`src/design/ate_pkg.sv`:
```
// ----------------------------------------------------------------------------
// ate_pkg
// shared types and codes for the advertiser table
// ----------------------------------------------------------------------------
package ate_pkg;

  localparam logic [1:0] KIND_HDR  = 2'd0;
  localparam logic [1:0] KIND_BYTE = 2'd1;
  localparam logic [1:0] KIND_READ = 2'd2;

  localparam logic [2:0] ST_HIT     = 3'd0;
  localparam logic [2:0] ST_INSERT  = 3'd1;
  localparam logic [2:0] ST_REPLACE = 3'd2;
  localparam logic [2:0] ST_TAKEN   = 3'd3;
  localparam logic [2:0] ST_IGNORED = 3'd4;
  localparam logic [2:0] ST_READ    = 3'd5;
  localparam logic [2:0] ST_RANGE   = 3'd6;

  localparam logic [7:0] AD_NAME_SHORT    = 8'h08;
  localparam logic [7:0] AD_NAME_COMPLETE = 8'h09;

  // one queued item as the back end sees it
  typedef struct packed {
    logic [1:0]  kind;
    logic [47:0] mac;
    logic [7:0]  peer_type;
    logic [7:0]  rssi;
    logic [31:0] time_ms;
    logic [7:0]  adv_length;
    logic [7:0]  data_byte;
    logic [5:0]  entry_index;
    logic [4:0]  name_offset;
  } item_t;

endpackage

```
`src/design/ate_front.sv`:
```
// ----------------------------------------------------------------------------
// ate_front
// accepts items and holds them in a two-deep queue for the back end
// ----------------------------------------------------------------------------
module ate_front (
  input  logic           clk,
  input  logic           rst,
  input  logic           push,
  input  ate_pkg::item_t push_item,
  output logic           full,
  input  logic           pop,
  output logic           not_empty,
  output ate_pkg::item_t head
);
  import ate_pkg::*;

  item_t      slots [2];
  logic       wr_ptr;
  logic       rd_ptr;
  logic [1:0] count;

  assign full      = (count == 2'd2);
  assign not_empty = (count != 2'd0);
  assign head      = slots[rd_ptr];

  always_ff @(posedge clk) begin
    if (push) slots[wr_ptr] <= push_item;
  end

  always_ff @(posedge clk) begin
    if (rst) begin
      wr_ptr <= 1'b0;
      rd_ptr <= 1'b0;
      count  <= 2'd0;
    end else begin
      if (push) wr_ptr <= ~wr_ptr;
      if (pop)  rd_ptr <= ~rd_ptr;
      count <= count + {1'b0, push} - {1'b0, pop};
    end
  end

  assert property (@(posedge clk) disable iff (rst) !(push && full))
    else $error("push into full queue");
  assert property (@(posedge clk) disable iff (rst) !(pop && !not_empty))
    else $error("pop from empty queue");
  assert property (@(posedge clk) disable iff (rst) count != 2'd3)
    else $error("queue count overflow");

endmodule

```
`config.mk`:
```
export PLATFORM = sky130hd
export DESIGN_NAME = ate_front
export DESIGN_NICKNAME = d
export VERILOG_FILES = /design/src/design/ate_pkg.sv /design/src/design/ate_front.sv
export SDC_FILE = /design/constraint.sdc
export NUM_CORES = 1
export LEC_CHECK = 0
export BUFFER_PORTS_ARGS = -buffer_cell sky130_fd_sc_hd__buf_2
export CAP_MARGIN = 20
export CELL_PAD_IN_SITES_DETAIL_PLACEMENT = 1
export CELL_PAD_IN_SITES_GLOBAL_PLACEMENT = 2
export CORE_AREA = 3 3 182 184
export DETAILED_ROUTE_END_ITERATION = 10
export DIE_AREA = 0 0 185 187
export PLACE_DENSITY_LB_ADDON = 0.1
export SLEW_MARGIN = 20
export SYNTH_ARGS = -nofsm -noshare
export SYNTH_HDL_FRONTEND = slang
export SYNTH_SLANG_ARGS = --single-unit
```
`constraint.sdc`:
```
create_clock -name clk -period 6.16 [get_ports clk]
set_input_delay 0.308 -clock clk [delete_from_list [all_inputs] [get_ports clk]]
set_output_delay 0.308 -clock clk [all_outputs]
set_load 0.01 [all_outputs]
```
Word-level counts from Yosys, hierarchy flattened
Memory sizes are Yosys's and may differ from the RTL's. A register that Yosys moved wholly into a read port is not among the register bits.
Index checks and enable logic that the tools add are counted.
W data, S select, Z words.

storage, ports and cells
  register bits = 4
  memory bits (writable) = 250
  bits of input ports = 129
  output and inout bits = 127
  memories kept = 1

memory list
  memory  words  bits a word  read ports  clocked after Yosys merged registers in  write ports  line             RTL
  slots   2      125          1           1                                        1            ate_front.sv:17  item_t slots [2];

operators by class
  add/subtract/negate cells = 2
  equal/unequal tests = 1
  mux-type cells = 4
  bitwise operators = 2
  reductions and logical operators = 1

operator list
  cell                  count
  $mux W1               4
  $add A2 B1 Y2         1
  $eq A2 B2 Y1 const B  1
  $not A1 Y1            2
  $reduce_bool A2 Y1    1
  $sub A2 B1 Y2         1

Longest topological paths before layout
Gate-level depths: netlist of run 1.

  depth after elaboration = 3
  mapped depth = 6

Worst setup path after synthesis of run 1
Ideal clock, no wire load.

  path type = reg-to-reg
  start point = register wr_ptr
  end point = memory slots[0][0] (netlist name) (enable)
  setup time = 0.626 ns
  arrival = 5.853 ns
  setup slack = -0.319 ns
  stages on the path, launching flop included = 2
  buffers on the path = 0
  cell sequence = dfxtp_1 > nor2b_1

RTL lines
  item                    line             RTL
  from (decl)             ate_front.sv:18  logic wr_ptr;
  from (signal assigned)  ate_front.sv:36  if (push) wr_ptr <= ~wr_ptr;
  to (decl)               ate_front.sv:17

No word-level cell before the write port.

==> metrics.txt, run 1 <==
Setup crit start kind register; IO Port Bufs around 260; capture point of the worst reg-to-reg path slots[1][10]; core box area 31,600 um2; CP max stage cell dfxtp_4; Slew @ Worst Pin 1.08 ns; Max Fclk 325 MHz; CP top delay family flip-flops; final core occ a little over two fifths; Final Total Pwr 4.11 mW; Netlist cell types 14; post-synth top area cell edfxtp_1; grt ovf 0; commonest cells after routing, fill and taps aside buf_2, edfxtp_1, dlygate4sd3_1, mux2_2, mux2_4; slew margin rel. 28.1%; crit-path max FO 62; DRC errors left 0; die width 185 um; multi-input combinational cell area 1720 um2; routed len/inst around 18 um; setup tns final 0 ns; Setup Viol. Count Final 0; sequential area share after synthesis about four fifths; max cap viols 0; GRT Util Overall 12.0%; setup ws final between 3 and 4 ns; CTS Buffer Depth 3; top-area cell type share of the netlist area between 70% and 80%; Synth Area per Inst 23.0 um2; Setup Skew 0.0147 ns; pins over their slew limit 0; first-pass GRT wire length 32.5 mm; nature of the critical path endpoint primary output; Tightest Hold Check Type in -> reg; Post-CTS Setup Inserts 0; CP peak stage delay 1.05 ns; WP data required 5.85 ns; H-tree levels 1; fraction of registers with async set/reset 0%; most common cell after layout, fill and taps aside buf_2; die area 34,600 um2; largest net degree at the start of global routing 70; Reg clk slew, reported paths 0.06 ns; Critical Path AT 2.77 ns; Synthesis Warnings 0; 1st-pass router iterations 4; LEAKAGE between 5 and 6 nW; CTS Buf Count 29; Mapped Area 9440 um2; DP Wirelength roughly 14 mm; I/O Pins 256; number of register bits inferred by synthesis roughly 260; EDFF count, synth 250; Tcrit/Tclk final 50.0%; syn nets 541; min Tclk post-route roughly 3.1 ns; final-stage net count around 940; die height between 150 and 200 um; Hold Path Origin pop; drt total wl 21.7 mm; worst path cell trace buf_4 -> mux2_2 -> buf_2; hold path endpoint rd_ptr; hold path cells 3; R2R setup slack 3.66 ns; initial antenna violation count 3; # rows 65; CP bufs+invs 2; cell count of the worst reg-to-reg path 2; share of cells above drive strength 1 51.3%; storage element area 7610 um2; final instance area about 13,000 um2; vias 5,253; critical path class reg -> out; Area growth syn-to-layout 40.7%; number of global-route vias before repair 5,908; initial DRC count 206; Root Buffer clkbuf_16; Initial Util 29.9%; ys flop type edfxtp_1; largest cells by area after synthesis edfxtp_1, mux2_2, mux2_4, dfxtp_1, buf_6; CTS tree done; CTS sink cnt 255; gpl congestion approximately 0.7; RR Startpoint wr_ptr; RSZ-0062 raised after global routing no; Gate Count Post-Synth 410; placed instance area 11,200 um2; via density per instance roughly 4.2; post-route ant nets 0; Hold Violations, Final 0; Clock Latency Late Sink approximately 0.53 ns; power per cell area 310 nW/um2; VDD IR max 0.229 mV; Fill cells 3,127; outcome complete, no violations; post-placement setup slack 3.55 ns
[synthesized netlist by cell type, types with 2 or more instances]
cell type  count
buf_2          7
buf_6          7
dfxtp_1        5
edfxtp_1     250
ha_1           2
inv_1          2
mux2_2        75
mux2_4        50
nor2_1         4
nor2b_1        3
xnor2_1        2
[cell families after synthesis]
family / share of synthesized area (%)
buffers and inverters: 1.29
XOR/XNOR: 0.424
flip-flops: 80.6
multiplexers: 16.9
AND/OR/NAND/NOR: 0.491
adder cells (fa/ha/maj): 0.265
[stage by stage]
| step | hold WS, ns | cells |
|---|---|---|
| after floorplan | 0.380 | 410 |
| final | 0.0552 | 1237 |
| after CTS | 0.0292 | 1236 |
| after detailed placement | 0.500 | 1058 |
| after global placement | 0.496 | 1058 |
| after global routing | 0.0666 | 1237 |
[flip-flops by register name, summed over array words and instances, names as in the netlist, named ones only]
signal / count
wr_ptr: 1
slots: 250
count: 2
rd_ptr: 1
[per-layer routing]
metal  track usage, %  up-vias  routed length, um
met3             4.16       38               1850
met1             14.2     2575               8540
met5                0        -                 27
met2             20.8      200              10800
met4             3.15        4                493
li1                 -     2436                  -
[worst max-delay path by stage]
stage	start	endpoint	cells past startpoint
after floorplan	wr_ptr	slots[0][0]	1
after global placement	push	slots[1][48]	3
after detailed placement	register	head[53]	3
after CTS	register	head[53]	3
after global routing	register	head[44]	3
final	register	head[47]	3
[where the power goes]
part / switching (mW) / total (mW) / internal (mW)
logic: 0.230 / 0.499 / 0.269
clock network: 0.640 / 1.54 / 0.897
registers: 0.0476 / 2.08 / 2.03
total: 0.918 / 4.11 / 3.19
[timing repair]
action | CTS | global route
hold buffers | 126 | 0
resized for setup | 0 | 0
hold endpoints to repair | 255 | 0
[final cells by class]
type,instances,area share (%)
Inverter,2,0.0566
Timing Repair Buffer,386,19.4
Antenna cell,1,0.0189
Clock inverter,18,0.839
Tap cell,402,3.79
Clock buffer,34,5.61
Multi-Input combinational cell,139,12.9
Sequential cell,255,57.3
[worst min-delay path: cells and delay by family]
kind	cells	cell delay [ns]
xor gates and xnor gates	1	0.07
buffers and inverters	1	0.10
and+or+nand+nor	1	0.07
Note: power is estimated with default switching activity, not from simulation.
==> inputs of run 2 (changes only) <==
- ABC_AREA: unset -> 1
- clock period: 6.16 -> 2.74 ns (I/O delays scaled with it)
==> metrics.txt, run 2 <==
outcome complete, no violations; core box area between 30,000 and 40,000 um2; Reg clk slew, reported paths 0.06 ns; number of register bits inferred by synthesis 255; Setup crit start kind register; RSZ-0062 raised after global routing no; gpl congestion 0.691; Netlist cell types 14; drt total wl 21.5 mm; Initial Util 29.9%; setup tns final 0 ns; via density per instance 4.17; CTS sink cnt about 260; register share of total power 48.2%; top-area cell type share of the netlist area 79.5%; CTS Buffer Depth 3; placed cell count 1,069; CP bufs+invs 2; max cap viols 0; crit-path max FO 60; number of global-route vias before repair 5,940; setup ws final approximately 0.53 ns; Root Buffer clkbuf_16; fraction of registers with async set/reset 0%; Max Fclk between 400 and 500 MHz; die area about 35,000 um2; final instance area 13,500 um2; switching share of power about 22%; largest net degree at the start of global routing 76; Final Total Pwr approximately 9.5 mW; IO Port Bufs approximately 260; final-stage net count 959; post-synth top area cell edfxtp_1; WP data required around 2.6 ns; CP max stage cell dfxtp_4; CTS Buf Count 30; non-filler cells, final 1,252; share of cells above drive strength 1 50.5%; CTS tree done; 1st-pass router iterations 3; top-count cell post-synth edfxtp_1; Post-CTS Setup Inserts 0; Slew @ Worst Pin 0.531 ns; VDD IR max 0.747 mV; CP top delay family buffers and inverters; vias 5,226; die width 185 um; initial antenna violation count 1; Setup Viol. Count Final 0; combinational share of power 11.7%; min Tclk post-route approximately 2.2 ns; grt ovf 0; Synth Area per Inst between 20 and 25 um2; EDFF count, synth 250; Tcrit/Tclk final 80.5%; Largest Register slots; slew margin rel. 64.5%; most common cell after layout, fill and taps aside buf_2; LEAKAGE ~5.2 nW; # rows 65; Synthesis Warnings 0; Critical Path AT between 2 and 2.5 ns; Top Registers slots (250), count (2); Mapped Area 9440 um2; final hold slack 0.322 ns; sequential area share after synthesis around four fifths; Setup Skew 0.0115 ns; DRC errors left 0; largest cells by area after synthesis edfxtp_1, mux2_2, mux2_4, dfxtp_1, buf_6; R2R setup slack about 1.1 ns; pins over their slew limit 0; GRT Util Overall 11.9%; post-route ant nets 0; DP Wirelength 13.8 mm; Largest register FFs 250; Area growth syn-to-layout 42.9%; clock network fraction of design power approximately 40%; worst path cell trace buf_12 -> mux2_2 -> buf_2; first-pass GRT wire length 32.7 mm; syn nets 551; H-tree levels 1; critical path class reg -> out; ys flop type edfxtp_1; nature of the critical path endpoint primary output; Tightest Hold Check Type in -> reg; Hold Violations, Final 0; power per cell area 704 nW/um2; Post-synth top cells edfxtp_1, mux2_2, mux2_4, inv_1; die height between 150 and 200 um; initial DRC count 178; Gate Count Post-Synth 420; routed len/inst 17.1 um; P_int 7.44 mW; commonest cells after routing, fill and taps aside buf_2, edfxtp_1, dlygate4sd3_1, mux2_2, mux2_4; I/O Pins 256; Sw Pwr between 2 and 2.5 mW; CP peak stage delay 0.52 ns; Clock Latency Late Sink 0.54 ns; post-placement setup slack 1.06 ns; placed instance area 11,200 um2; final core occ 42.7%
run 2: cell families after synthesis:
logic type | synth area share (%)
DFF | 80.6
muxes | 16.9
buffers and inverters | 1.52
and+or+nand+nor | 0.583
adders and majority gates | 0.265
AOI/OAI and AO/OA | 0.0530
xor gates and xnor gates | 0.0928
run 2: cell type report:
cell class / instances / area (um2)
Clock buffer: 39 / 806
Fill cell: 3116 / 18100
Antenna cell: 1 / 2.50
Inverter: 8 / 33.8
Tap cell: 402 / 503
Clock inverter: 14 / 148
Timing Repair Buffer: 390 / 2690
Multi-Input combinational cell: 143 / 1700
Sequential cell: 255 / 7610
run 2: power groups by stage:
stage               clock network [mW]  logic (mW)  registers [mW]
global route                      4.11        1.22            4.60
global placement                     0       0.976            4.65
finish                            3.80        1.12            4.58
floorplan                            0       0.572            4.64
detailed placement                   0       0.994            4.66
CTS                               3.97        1.15            4.58
run 2: per-layer routing:
| metal | global-route usage (%) | up-vias | part of all wire, % |
|---|---|---|---|
| li1 | - | 2480 | - |
| met3 | 4.32 | 37 | 8.7 |
| met5 | 0 | - | 0 |
| met1 | 13.9 | 2525 | 41 |
| met4 | 3.38 | 0 | 2.6 |
| met2 | 20.4 | 184 | 48 |
run 2: worst paths after layout:
check	from	cells after the start	endpoint
setup reg to reg	wr_ptr	2	slots[0][92]
setup / recovery	register	3	head[10]
hold reg to reg	rd_ptr	2	rd_ptr
hold / removal	push_item[36]	2	slots[0][36]
run 2: timing repair:
item	CTS	global route
gates resized for setup	0	0
endpoints found under the hold margin	255	0
hold buffers	129	0
